### config.mk
export PLATFORM = sky130hd
export DESIGN_NAME = mms_queue
export DESIGN_NICKNAME = d
export VERILOG_FILES = /design/src/mms_pkg.sv /design/src/mms_queue.sv
export SDC_FILE = /design/constraint.sdc
export NUM_CORES = 1
export LEC_CHECK = 0
export ABC_AREA = 1
export BUFFER_PORTS_ARGS = -buffer_cell sky130_fd_sc_hd__buf_2
export CORE_AREA = 3 3 70 105
export DETAILED_ROUTE_END_ITERATION = 12
export DIE_AREA = 0 0 73 108
export GPL_ROUTABILITY_DRIVEN = 0
export GPL_TIMING_DRIVEN = 0
export PLACE_DENSITY_LB_ADDON = 0.2
export SETUP_SLACK_MARGIN = 0.4
export SYNTH_ARGS = -nofsm -noshare
export SYNTH_HDL_FRONTEND = slang
export SYNTH_SLANG_ARGS = --single-unit
### constraint.sdc
create_clock -name clock -period 2.4 [get_ports clock]
set_clock_uncertainty 0.1 [all_clocks]
set_input_delay 0.36 -clock clock [delete_from_list [all_inputs] [get_ports clock]]
set_output_delay 0.36 -clock clock [all_outputs]
set_load 0.05 [all_outputs]
### src/mms_pkg.sv
// ============================================================================
// mms_pkg - shared constants, types and helpers of the moving sum block
// Sizes of the channel store, the window, the totals and the divider.
// ============================================================================
package mms_pkg;

   localparam int CHANNELS    = 16;
   localparam int MAX_WINDOW  = 1024;
   localparam int SAMPLE_BITS = 16;

   localparam int CH_IN_BITS  = 4;
   localparam int CH_BITS     = (CHANNELS > 1) ? $clog2(CHANNELS) : 1;
   localparam int POS_BITS    = $clog2(MAX_WINDOW);
   localparam int SIZE_BITS   = $clog2(MAX_WINDOW + 1);
   localparam int X_BITS      = 2 * SAMPLE_BITS;
   localparam int DELAY_BITS  = 32;
   localparam int TOTAL_BITS  = 42;
   localparam int ADDR_BITS   = CH_BITS + POS_BITS;
   localparam int RAM_DEPTH   = CHANNELS * MAX_WINDOW;

   localparam int WS_BITS       = 11;
   localparam int CSR_IDX_BITS  = 2;
   localparam int CSR_DATA_BITS = 11;

   localparam logic [CSR_IDX_BITS-1:0] CSR_WINDOW_SIZE  = 2'd0;
   localparam logic [CSR_IDX_BITS-1:0] CSR_AVERAGE_MODE = 2'd1;
   localparam logic [CSR_IDX_BITS-1:0] CSR_SQUARE_MODE  = 2'd2;

   localparam int WS_RESET = 64;

   localparam int QUEUE_DEPTH = 2;
   localparam int QPTR_BITS   = (QUEUE_DEPTH > 1) ? $clog2(QUEUE_DEPTH) : 1;
   localparam int QCNT_BITS   = $clog2(QUEUE_DEPTH + 1);

   // divider: DIV_STEPS quotient bits per cycle
   localparam int DIV_STEPS    = 4;
   localparam int DIV_ITER     = (TOTAL_BITS + DIV_STEPS - 1) / DIV_STEPS;
   localparam int DIV_BITS     = DIV_ITER * DIV_STEPS;
   localparam int DIV_CNT_BITS = $clog2(DIV_ITER + 1);

   typedef struct packed {
      logic [CH_IN_BITS-1:0]    ch;
      logic                     ok;
      logic signed [X_BITS-1:0] x;
   } item_type;

   typedef struct packed {
      logic [SIZE_BITS-1:0] size;
      logic                 avg;
      logic                 sq;
   } cfg_type;

   // zero counts as one, oversize clamps to the deepest window
   function automatic logic [SIZE_BITS-1:0] eff_size(input logic [WS_BITS-1:0] ws);
      logic [SIZE_BITS-1:0] s;
      if (ws == '0) begin
         s = SIZE_BITS'(1);
      end else if (32'(ws) > MAX_WINDOW) begin
         s = SIZE_BITS'(MAX_WINDOW);
      end else begin
         s = SIZE_BITS'(ws);
      end
      return s;
   endfunction

endpackage

### src/mms_queue.sv
// ============================================================================
// mms_queue - short queue between the input stage and the channel engine
// Lets either side stall on its own.
// ============================================================================
module mms_queue
   import mms_pkg::*;
(
   input  logic     clock,
   input  logic     reset,
   input  logic     in_valid,
   output logic     in_ready,
   input  item_type in_item,
   output logic     out_valid,
   input  logic     out_ready,
   output item_type out_item
);

   item_type              entry_ff [QUEUE_DEPTH];
   logic [QPTR_BITS-1:0]  wr_ptr_ff, wr_ptr_in;
   logic [QPTR_BITS-1:0]  rd_ptr_ff, rd_ptr_in;
   logic [QCNT_BITS-1:0]  count_ff, count_in;
   logic                  push, pop;

   assign in_ready  = count_ff != QCNT_BITS'(QUEUE_DEPTH);
   assign out_valid = count_ff != '0;
   assign out_item  = entry_ff[rd_ptr_ff];
   assign push      = in_valid && in_ready;
   assign pop       = out_valid && out_ready;

   always_comb begin
      wr_ptr_in = wr_ptr_ff;
      rd_ptr_in = rd_ptr_ff;
      count_in  = count_ff;
      if (push) begin
         wr_ptr_in = (wr_ptr_ff == QPTR_BITS'(QUEUE_DEPTH - 1)) ? '0 : wr_ptr_ff + 1'b1;
      end
      if (pop) begin
         rd_ptr_in = (rd_ptr_ff == QPTR_BITS'(QUEUE_DEPTH - 1)) ? '0 : rd_ptr_ff + 1'b1;
      end
      if (push && !pop) begin
         count_in = count_ff + 1'b1;
      end else if (pop && !push) begin
         count_in = count_ff - 1'b1;
      end
   end

   always_ff @(posedge clock) begin
      if (reset) begin
         wr_ptr_ff <= '0;
         rd_ptr_ff <= '0;
         count_ff  <= '0;
      end else begin
         wr_ptr_ff <= wr_ptr_in;
         rd_ptr_ff <= rd_ptr_in;
         count_ff  <= count_in;
      end
      if (push) begin
         entry_ff[wr_ptr_ff] <= in_item;
      end
   end

endmodule

==> results.tsv <==
stage	metric	value	unit
route	Via Count	1585	
global_route	Overflow after GRT	0	
clocking	clk slew on worst S/H paths	0.08	ns
worst_setup_path	worst-path maximum fanout	37	
worst_setup_path	Top delay family on crit path	simple AND/OR/NAND/NOR gates	
floorplan	num ports	80	
worst_setup_path	CP max-delay cell	nor2_4	
pwr	Pleak	1.65	nW
clocking	CTS Buf Count	9	
global_route	number of global-route vias before repair	1641	
clocking	Worst-Skew Late Latency	0.34	ns
timing	number of setup violations in the final report	0	
global_route	first-pass GRT wire length	7.62	mm
worst_setup_path	Setup crit start kind	register	
hold_path	Hold Crit Class	in -> reg	
worst_setup_path	Crit path arrival time	1.87	ns
final_layout	area delta synth->final	34.5	%
clocking	Root Buffer	clkbuf_8	
clocking	Max clock buf depth	2	
yosys	top post-synthesis cells by area	edfxtp_1, mux2_4, dfxtp_1	
yosys	Synth Area in Simple Gates	2.49	%
yosys	mux contribution to synthesized area	17.3	%
yosys	post-synthesis sequential area ratio	75.8	%
place	Place WS	0.343	ns
floorplan	die area	7880	sq um
route	wire per inst	15.7	um
timing	Slew Limit Fails	0	
clocking	CTS tree	done	
yosys	top cells by count, synth	edfxtp_1, mux2_4, nand2_1	
yosys	Synth Flop Type	edfxtp_1	
clocking	hold-fix buffers at CTS	0	
hold_path	hold_sp	in_item[14]	
yosys	synthesized area	3060	sq um
timing	Period minus WS final	2.01	ns
timing	Final period util	83.9	%
worst_setup_path	number of buffers and inverters on the critical path	1	
worst_setup_path	r2r endpoint	entry_ff[0][33]	
run	max-cap viol count	0	
yosys	syn_area_per_cell	20.1	sq um
floorplan	Rows	36	
yosys	xor/xnor share of the synthesized area	0	%
floorplan	initial core utilization	46.9	%
route	First DRT Iteration DRCs	75	
yosys	Synth Net Count	194	
pwr	Max VDD drop	0.790	mV
route	Routed WL	5.19	mm
final_layout	Net count, final	291	
global_route	pin count of the biggest net entering global routing	38	
timing	final worst setup slack	0.386	ns
clocking	H-tree depth	3	
yosys	count leader, synth	edfxtp_1	
hold_path	hold path depth	1	
worst_setup_path	FF-to-FF setup slack	0.39	ns
status	outcome	complete, no violations	
yosys	Async SR Flop Fraction	0	%
floorplan	core area	6530	sq um
worst_setup_path	Setup crit start	count_ff[0]	
timing	RSZ-0062 raised after global routing	true	
final_layout	diodes inserted	0	
worst_setup_path	worst path required time	2.25	ns
hold_path	Hold EP	entry_ff[0][14]	
timing	Achievable Freq	0.497	GHz
pwr	Final Power	4.94	mW
yosys	adder-cell share of the synthesized area	0.409	%
yosys	Syn Inst Count	152	
yosys	top cell type's share of synthesized area	72.6	%
global_route	GRT Overall Usage	13.5	%
worst_setup_path	FF-to-FF path depth	4	
route	post-route antenna net violation count	0	
worst_setup_path	worst-path cell chain	inv_1 > nand2_2 > nand2_1 > nor2_4	
yosys	post-synth top area cell	edfxtp_1	
yosys	EDFF count, synth	74	
yosys	combinational family with the most area after synthesis	multiplexers	
yosys	Syn. warnings	0	
yosys	#FFs+latches synth	79	
route	DRC viols	0	
worst_setup_path	Largest stage delay, worst path	0.88	ns
worst_setup_path	R2R Path Start	count_ff[0]	
timing	final hold vios	0	
timing	Slew headroom	28.1	%
route	drt pass-1 iters	4	
yosys	Cell variety after synth	14	
global_route	initial antenna violation count	0	
timing	TNS Setup	0	ns
worst_setup_path	critical path class	reg -> reg	
pwr	Power Density	1200	nW/um^2
place	Buffers on Ports	79	
floorplan	Die Y	108	um
route	vias per cell	4.80	
yosys	Compound-Gate Fraction of Synth Area	0.654	%
floorplan	Die Wd	73	um
place	post-DP HPWL	3.26	mm
final_layout	share of cells above drive strength 1	57.1	%
worst_setup_path	crit path capture type	register	
timing	Least-Margin Pin Slew	1.08	ns
clocking	clk sinks	79	
## metal layers
metal  global-route usage, %  share of wire, %  up-vias
met5                       0                 0        -
met4                    7.12               1.3        0
met3                    5.58               4.9        6
met2                    23.0                57       48
met1                    13.8                37      764
li1                        -                 -      767
## final cells by class
type | instances | area [sq um]
clock buffer | 12 | 145
multi-input combinational | 61 | 656
clock inverter | 4 | 95.1
sequential | 79 | 2330
inverter | 8 | 30.0
timing repair buffer | 86 | 689
fill | 488 | 2410
tap | 76 | 95.1
buffer | 4 | 80.1
## flip-flops by register name, indices dropped and copies added (netlist names), named ones only
register   flops
count_ff       2
entry_ff      74
rd_ptr_ff      1
wr_ptr_ff      1
## layout by cell type, fill, tap and decap left out
| cell | synthesis | final |
|---|---|---|
| dfxtp_1 | 5 | 4 |
| nand2_2 | 0 | 1 |
| buf_4 | 0 | 13 |
| a21oi_1 | 2 | 2 |
| edfxtp_1 | 74 | 74 |
| clkbuf_16 | 0 | 4 |
| nand2_1 | 9 | 8 |
| buf_2 | 0 | 47 |
| buf_6 | 1 | 21 |
| clkbuf_1 | 0 | 2 |
| nor2_1 | 7 | 5 |
| bufinv_16 | 0 | 3 |
| dfxtp_4 | 0 | 1 |
| buf_12 | 3 | 5 |
| inv_1 | 8 | 8 |
| mux2_4 | 30 | 30 |
| nand3_1 | 2 | 2 |
| nand4_1 | 1 | 1 |
| clkinv_2 | 0 | 1 |
| nor2_4 | 0 | 2 |
| mux2_2 | 7 | 7 |
| o21ai_0 | 2 | 2 |
| ha_1 | 1 | 1 |
| clkbuf_8 | 0 | 10 |
## stage by stage
stage,utilization (%),cell area (sq um),cells,hold slack (ns)
after global placement,54.7,3570,307,0.379
after detailed placement,54.7,3570,307,0.410
after CTS,59.3,3880,326,0.0808
after floorplan,-,3080,152,0.359
after global routing,63.0,4120,330,0.0648
final,63.0,4120,330,0.106
## logic make-up (layout without fill, tap and decap cells)
group,Yosys count,after routing
and+or+nand+nor,19,19
AOI/OAI and AO/OA,4,4
DFF,79,79
muxes,37,37
adders and majority gates,1,1
buffers and inverters,12,114
## worst register-to-register path, stage by stage, from the launching register on
cell     delay (ns)
dfxtp_1        0.33
inv_1          0.09
nand2_2        0.07
nand2_1        0.15
nor2_4         0.88
## report_power, final
group / total [mW] / internal (mW) / switching, mW
sequential: 1.81 / 1.75 / 0.0615
combinational: 1.98 / 0.799 / 1.18
clock: 1.15 / 0.719 / 0.434
total: 4.94 / 3.27 / 1.67
## worst max path at each step
stage | endpoint | depth (start not counted)
global route | entry_ff[0][33] | 4
global placement | entry_ff[0][21] | 4
detailed placement | entry_ff[0][30] | 4
finish | entry_ff[0][33] | 4
floorplan | entry_ff[0][0] | 4
CTS | entry_ff[1][9] | 4
## what timing repair did
action                                  in CTS  in global routing
setup buffers                                3                  0
cloned                                       0                  4
endpoints found under the setup margin     104                109
gates resized for setup                     12                 66
pin swaps                                    1                  1
hold endpoints to repair                     0                  0
(Power assumes the default switching activity.)
