File: src/mms_pkg.sv
// ============================================================================
// mms_pkg - shared constants, types and helpers of the moving sum block
// Sizes of the channel store, the window, the totals and the divider.
// ============================================================================
package mms_pkg;

   localparam int CHANNELS    = 16;
   localparam int MAX_WINDOW  = 1024;
   localparam int SAMPLE_BITS = 16;

   localparam int CH_IN_BITS  = 4;
   localparam int CH_BITS     = (CHANNELS > 1) ? $clog2(CHANNELS) : 1;
   localparam int POS_BITS    = $clog2(MAX_WINDOW);
   localparam int SIZE_BITS   = $clog2(MAX_WINDOW + 1);
   localparam int X_BITS      = 2 * SAMPLE_BITS;
   localparam int DELAY_BITS  = 32;
   localparam int TOTAL_BITS  = 42;
   localparam int ADDR_BITS   = CH_BITS + POS_BITS;
   localparam int RAM_DEPTH   = CHANNELS * MAX_WINDOW;

   localparam int WS_BITS       = 11;
   localparam int CSR_IDX_BITS  = 2;
   localparam int CSR_DATA_BITS = 11;

   localparam logic [CSR_IDX_BITS-1:0] CSR_WINDOW_SIZE  = 2'd0;
   localparam logic [CSR_IDX_BITS-1:0] CSR_AVERAGE_MODE = 2'd1;
   localparam logic [CSR_IDX_BITS-1:0] CSR_SQUARE_MODE  = 2'd2;

   localparam int WS_RESET = 64;

   localparam int QUEUE_DEPTH = 2;
   localparam int QPTR_BITS   = (QUEUE_DEPTH > 1) ? $clog2(QUEUE_DEPTH) : 1;
   localparam int QCNT_BITS   = $clog2(QUEUE_DEPTH + 1);

   // divider: DIV_STEPS quotient bits per cycle
   localparam int DIV_STEPS    = 4;
   localparam int DIV_ITER     = (TOTAL_BITS + DIV_STEPS - 1) / DIV_STEPS;
   localparam int DIV_BITS     = DIV_ITER * DIV_STEPS;
   localparam int DIV_CNT_BITS = $clog2(DIV_ITER + 1);

   typedef struct packed {
      logic [CH_IN_BITS-1:0]    ch;
      logic                     ok;
      logic signed [X_BITS-1:0] x;
   } item_type;

   typedef struct packed {
      logic [SIZE_BITS-1:0] size;
      logic                 avg;
      logic                 sq;
   } cfg_type;

   // zero counts as one, oversize clamps to the deepest window
   function automatic logic [SIZE_BITS-1:0] eff_size(input logic [WS_BITS-1:0] ws);
      logic [SIZE_BITS-1:0] s;
      if (ws == '0) begin
         s = SIZE_BITS'(1);
      end else if (32'(ws) > MAX_WINDOW) begin
         s = SIZE_BITS'(MAX_WINDOW);
      end else begin
         s = SIZE_BITS'(ws);
      end
      return s;
   endfunction

endpackage

File: src/mms_front.sv
// ============================================================================
// mms_front - input stage of the moving sum block
// Takes sample words, checks the channel and squares the sample on request.
// ============================================================================
module mms_front
   import mms_pkg::*;
(
   input  logic                   clock,
   input  logic                   reset,
   input  logic                   req_valid,
   output logic                   req_ready,
   input  logic [CH_IN_BITS-1:0]  req_channel,
   input  logic signed [SAMPLE_BITS-1:0] req_sample,
   input  logic                   square_mode,
   output logic                   push_valid,
   input  logic                   push_ready,
   output item_type               push_item
);

   logic                          fr_valid_ff, fr_valid_in;
   logic [CH_IN_BITS-1:0]         fr_ch_ff, fr_ch_in;
   logic signed [SAMPLE_BITS-1:0] fr_sample_ff, fr_sample_in;
   logic signed [X_BITS-1:0]      square;

   assign req_ready  = !fr_valid_ff || push_ready;
   assign push_valid = fr_valid_ff;
   assign square     = fr_sample_ff * fr_sample_ff;

   always_comb begin
      push_item.ch = fr_ch_ff;
      push_item.ok = 32'(fr_ch_ff) < CHANNELS;
      push_item.x  = square_mode ? square : X_BITS'(fr_sample_ff);
   end

   always_comb begin
      fr_valid_in  = fr_valid_ff;
      fr_ch_in     = fr_ch_ff;
      fr_sample_in = fr_sample_ff;
      if (req_ready) begin
         fr_valid_in = req_valid;
      end
      if (req_valid && req_ready) begin
         fr_ch_in     = req_channel;
         fr_sample_in = req_sample;
      end
   end

   always_ff @(posedge clock) begin
      if (reset) begin
         fr_valid_ff <= 1'b0;
      end else begin
         fr_valid_ff <= fr_valid_in;
      end
      fr_ch_ff     <= fr_ch_in;
      fr_sample_ff <= fr_sample_in;
   end

endmodule

File: config.mk
export PLATFORM = sky130hd
export DESIGN_NAME = mms_front
export DESIGN_NICKNAME = d
export VERILOG_FILES = /design/src/mms_pkg.sv /design/src/mms_front.sv
export SDC_FILE = /design/constraint.sdc
export NUM_CORES = 1
export LEC_CHECK = 0
export CAP_MARGIN = 10
export CORE_MARGIN = 2
export CORE_UTILIZATION = 55
export DETAILED_ROUTE_END_ITERATION = 8
export DONT_BUFFER_PORTS = 1
export PLACE_DENSITY = 0.76
export SLEW_MARGIN = 10
export SYNTH_ARGS = -nofsm -noshare
export SYNTH_HDL_FRONTEND = slang
export SYNTH_SLANG_ARGS = --single-unit
export TNS_END_PERCENT = 5
File: constraint.sdc
create_clock -name clock -period 14.2 [get_ports clock]
set_clock_uncertainty 0.05 [all_clocks]
set_input_delay 0.71 -clock clock [delete_from_list [all_inputs] [get_ports clock]]
set_output_delay 0.71 -clock clock [all_outputs]
set_load 0.02 [all_outputs]
==> results.md <==
Logic synthesis:
- For this run, the number of Yosys warnings is 0.
- The commonest cells after synthesis are 323 x inv_1, 233 x fa_1, 96 x nand2_1.
- Yosys instantiated no cell more often than inv_1.
- After synthesis the netlist holds a flip-flop and latch count of 21.
- Summed over all instances, the cell type with the most area after synthesis is fa_1.
- The average instance area after synthesis is about 9.2 sq um.
- The netlist uses 60 different library cells.
- After synthesis, the cell types taking the most area are fa_1 46%, inv_1 12%, ha_1 11%.
- The number of nets in the synthesized netlist is 1456.
- In the synthesized netlist the dominant register cell turns out to be edfxtp_1.
- The synthesized netlist cell count is around 1100.
- After synthesis the cells add up to between 0.01 and 0.015 sq mm.
- The sequential-to-total area share from yosys stat is between 6 and 7%.
- Summed over its instances, the top area cell type makes up around 46% of the synthesized netlist area.
- The number of synthesized flops with an enable pin is 20.
- The fraction of registers with async set or reset after synthesis is 0%.

Layout:
- The combined flip-flop and latch cell area is 621 sq um.
- The diode insertion count for antenna repair is 0.
- The post-route netlist has 2.59% of its cells at a drive strength greater than 1.
- The final layout contains 1430 nets.
- The final instance area is between 0.01 and 0.015 sq mm.
- The area growth from synthesis to layout is 2.66%.
- Summing all multi-input logic gate instances after layout gives just over 0.008 sq mm.
- The count of filler cells inserted in the layout is 1582.

Die:
- The floorplan die area is slightly below 0.02 sq mm.
- The cell row count is between 40 and 50.
- The width of the chip is approximately 140 microns.
- The area of the core is around 0.018 sq mm.
- The die is 140 microns tall.
- Pin placement for this block handled 64 I/O pins.
- The initial utilization of the core area, before any placement, comes to between 50% and 60%.

Critical path:
- The category of the worst setup path launch point is a register.
- The depth of the worst register-to-register path is 2.
- The delay of the slowest cell on the worst path is between 0.8 and 0.9 ns.
- The most numerous cell type found on the critical path is fa_1.
- The data arrival at the endpoint of the critical path is 8.06 ns.
- The worst setup path is of the register to primary output kind.
- In this run the critical register-to-register path is launched from push_valid$_SDFFE_PP0N_.
- The largest driver fanout on the critical path is 20.
- The cell family contributing the most delay on the critical path is adder cells.
- The critical path contains buffers and inverters numbering 3 combined.
- STA puts the critical path data required time at approximately 13 ns.
- The worst setup path is captured at a primary output.
- The library cell contributing the largest single delay on the critical path is fa_1.
- The setup slack on the worst flop-to-flop path is between 10 and 15 ns.
- The critical path goes through clkinv_1 > nor2_1 > fa_1 > fa_1 > fa_1 > fa_1 > fa_1 > inv_1 > fa_1 > inv_1 > ha_1 > nand4_1 > nor2_1 > a31oi_1 > and4_1 > o31ai_1 > and2_1 > nor2_1 > o311ai_1.
- In this run the critical register-to-register path is captured at fr_sample_ff[1]$_DFFE_PP_.

Routing:
- The number of design rule violations left after detail routing is 0.
- Summing over every cut layer, the via total after detailed routing is 7223.
- The post-detailed-routing wire length is roughly 24 mm.
- The number of DRC violations after detailed-routing iteration 0 is 475.
- The number of search-and-repair iterations in the first detailed-routing pass is 5.
- The count of nets left with antenna violations once routing finished came out at 0.
- In the final routed layout, each cell accounts on average for between 15 and 20 microns.
- The mean number of vias per cell is between 5 and 6.

STA:
- The smallest hold slack is around 0.42 ns.
- The number of pins exceeding their max-slew limit in the final report is 0.
- The final critical path time including I/O delays and setup is roughly 8.8 ns.
- The maximum clock rate is 0.113 GHz.
- Headroom to the max-slew limit came out at about a fifth.
- The final critical path takes up between 60 and 70% of the cycle.
- Setup repair after global routing left no endpoint under its margin.
- The count of endpoints failing hold in the final timing report is 0.
- At the pin with the least slew margin, the transition time is 1.19 ns.
- Setup violations remaining at the end of the flow were counted as 0.
- The post-route setup TNS is 0 ns.

Clock network:
- The number of clock sinks seen by CTS is 21.
- Counting the buffers created by CTS gives 3.
- The root buffer cell is clkbuf_16.
- The post-CTS setup buffer count is 0.
- The number of H-tree levels is 1.
- The clock tree from TritonCTS is yes.
- The post-CTS resize count is 0.
- After clock tree synthesis, the flow added hold-fix buffers numbering 0.
- The number of buffers between clock root and the deepest sink is 2.
- Clock latency on the worst-skew pair, taken at its later pin, is 0.29 ns.
- Clock-pin slew was measured on the worst setup and hold paths at about 0.09 ns.

Placed design:
- Routability-driven placement finished with a final weighted congestion of between 0.9 and 1.
- Summed over all nets, the half-perimeter wirelength after detailed placement is between 15 and 20 mm.
- The cell area after placement is a little over 0.01 sq mm.
- Input and output buffers added on the ports amount to 0.

Status:
- The flow ran to the end, and the final reports show no timing, DRC or antenna violations.

Hold path:
- The worst hold path begins at reset.
- The worst min-delay path class is input port to register.
- The hold path depth is 1.
- The worst hold path terminates at push_valid$_SDFFE_PP0N_.

GRT:
- The initial antenna violation count is 0.
- Entering global routing, the biggest net connects between 50 and 60 pins.
- Global routing consumed, over all layers together, 26.1% of the routing resources.
- The via count of the first global-routing pass was 7678.
- The wire length of the first global-routing pass is about 40 mm.
- The sum of overflow across all layers after global routing is 0.

Run:
- The max capacitance violation total is 0.
-- per-stage QoR --
| step | setup WS (ns) | util [%] | cells |
|---|---|---|---|
| 2_1_floorplan | 7.08 | - | 1107 |
| 3_3_place_gp | 5.88 | 57.4 | 1305 |
| 3_5_place_dp | 5.72 | 57.4 | 1305 |
| 4_1_cts | 5.41 | 57.8 | 1309 |
| 5_1_grt | 4.78 | 57.8 | 1309 |
| 6_report | 5.38 | 57.8 | 1309 |
-- sequential cells by signal, summed over array words and instances (netlist names) --
signal        count
fr_ch_ff          4
push_valid        1
fr_sample_ff     16
-- routing by layer --
layer  vias to the layer above  wire length [microns]  track usage [%]
met5                         -                      0                0
met4                         0                    502             5.84
met3                        38                   1520             2.82
met2                       282                  12100             44.1
met1                      3648                   9670             36.6
li1                       3255                      -                -
-- worst max path at each step --
stage / end / slack (ns) / cells after the start / startpoint
final: push_item[31] / 5.38 / 19 / fr_sample_ff[15]$_DFFE_PP_
after global routing: push_item[31] / 4.78 / 19 / fr_sample_ff[15]$_DFFE_PP_
after CTS: push_item[31] / 5.41 / 19 / fr_sample_ff[15]$_DFFE_PP_
after detailed placement: push_item[31] / 5.72 / 19 / fr_sample_ff[15]$_DFFE_PP_
after global placement: push_item[31] / 5.88 / 19 / fr_sample_ff[15]$_DFFE_PP_
after floorplan: push_item[31] / 7.08 / 21 / fr_sample_ff[15]$_DFFE_PP_
-- placed cells by master (no fill, tap or decap), drive strengths merged, types with 5 or more instances in the layout --
cell	instances
or3	5
edfxtp	20
nor2	46
fa	233
nor3	9
xnor2	26
nand3	11
o21ai	21
nand2	96
a21oi	24
inv	323
a211oi	5
o21bai	6
a21o	16
ha	91
and2	44
nand2b	5
xor2	10
nor2b	6
buf	9
-- cell type report --
| class | count | share of cell area [%] |
|---|---|---|
| clock buffers | 3 | 0.721 |
| clock inverters | 1 | 0.0480 |
| inverters | 324 | 11.7 |
| multi-input cells | 722 | 78.2 |
| flip-flops and latches | 21 | 5.96 |
| well taps | 229 | 2.75 |
| repair buffers | 9 | 0.649 |
-- worst register-to-register path, stage by stage (launching register included) --
cell      delay, ns
dfxtp_1        0.39
nand2b_1       0.25
and2_1         0.96
-- logic make-up (layout without fill, tap and decap cells) --
family                     Yosys count  count (layout)  synth area share (%)
muxes                                8               8                 0.838
DFF                                 21              21                  6.12
AOI/OAI and AO/OA                  105             105                  7.32
adders and majority gates          324             324                  57.2
buffers and inverters              364             337                  13.6
other                                1               1                0.0370
and+or+nand+nor                    248             248                  11.8
xor gates and xnor gates            36              36                  3.11
Power is not shown: default switching activity piles up to over one toggle a cycle in this logic, so the estimate is an artifact.
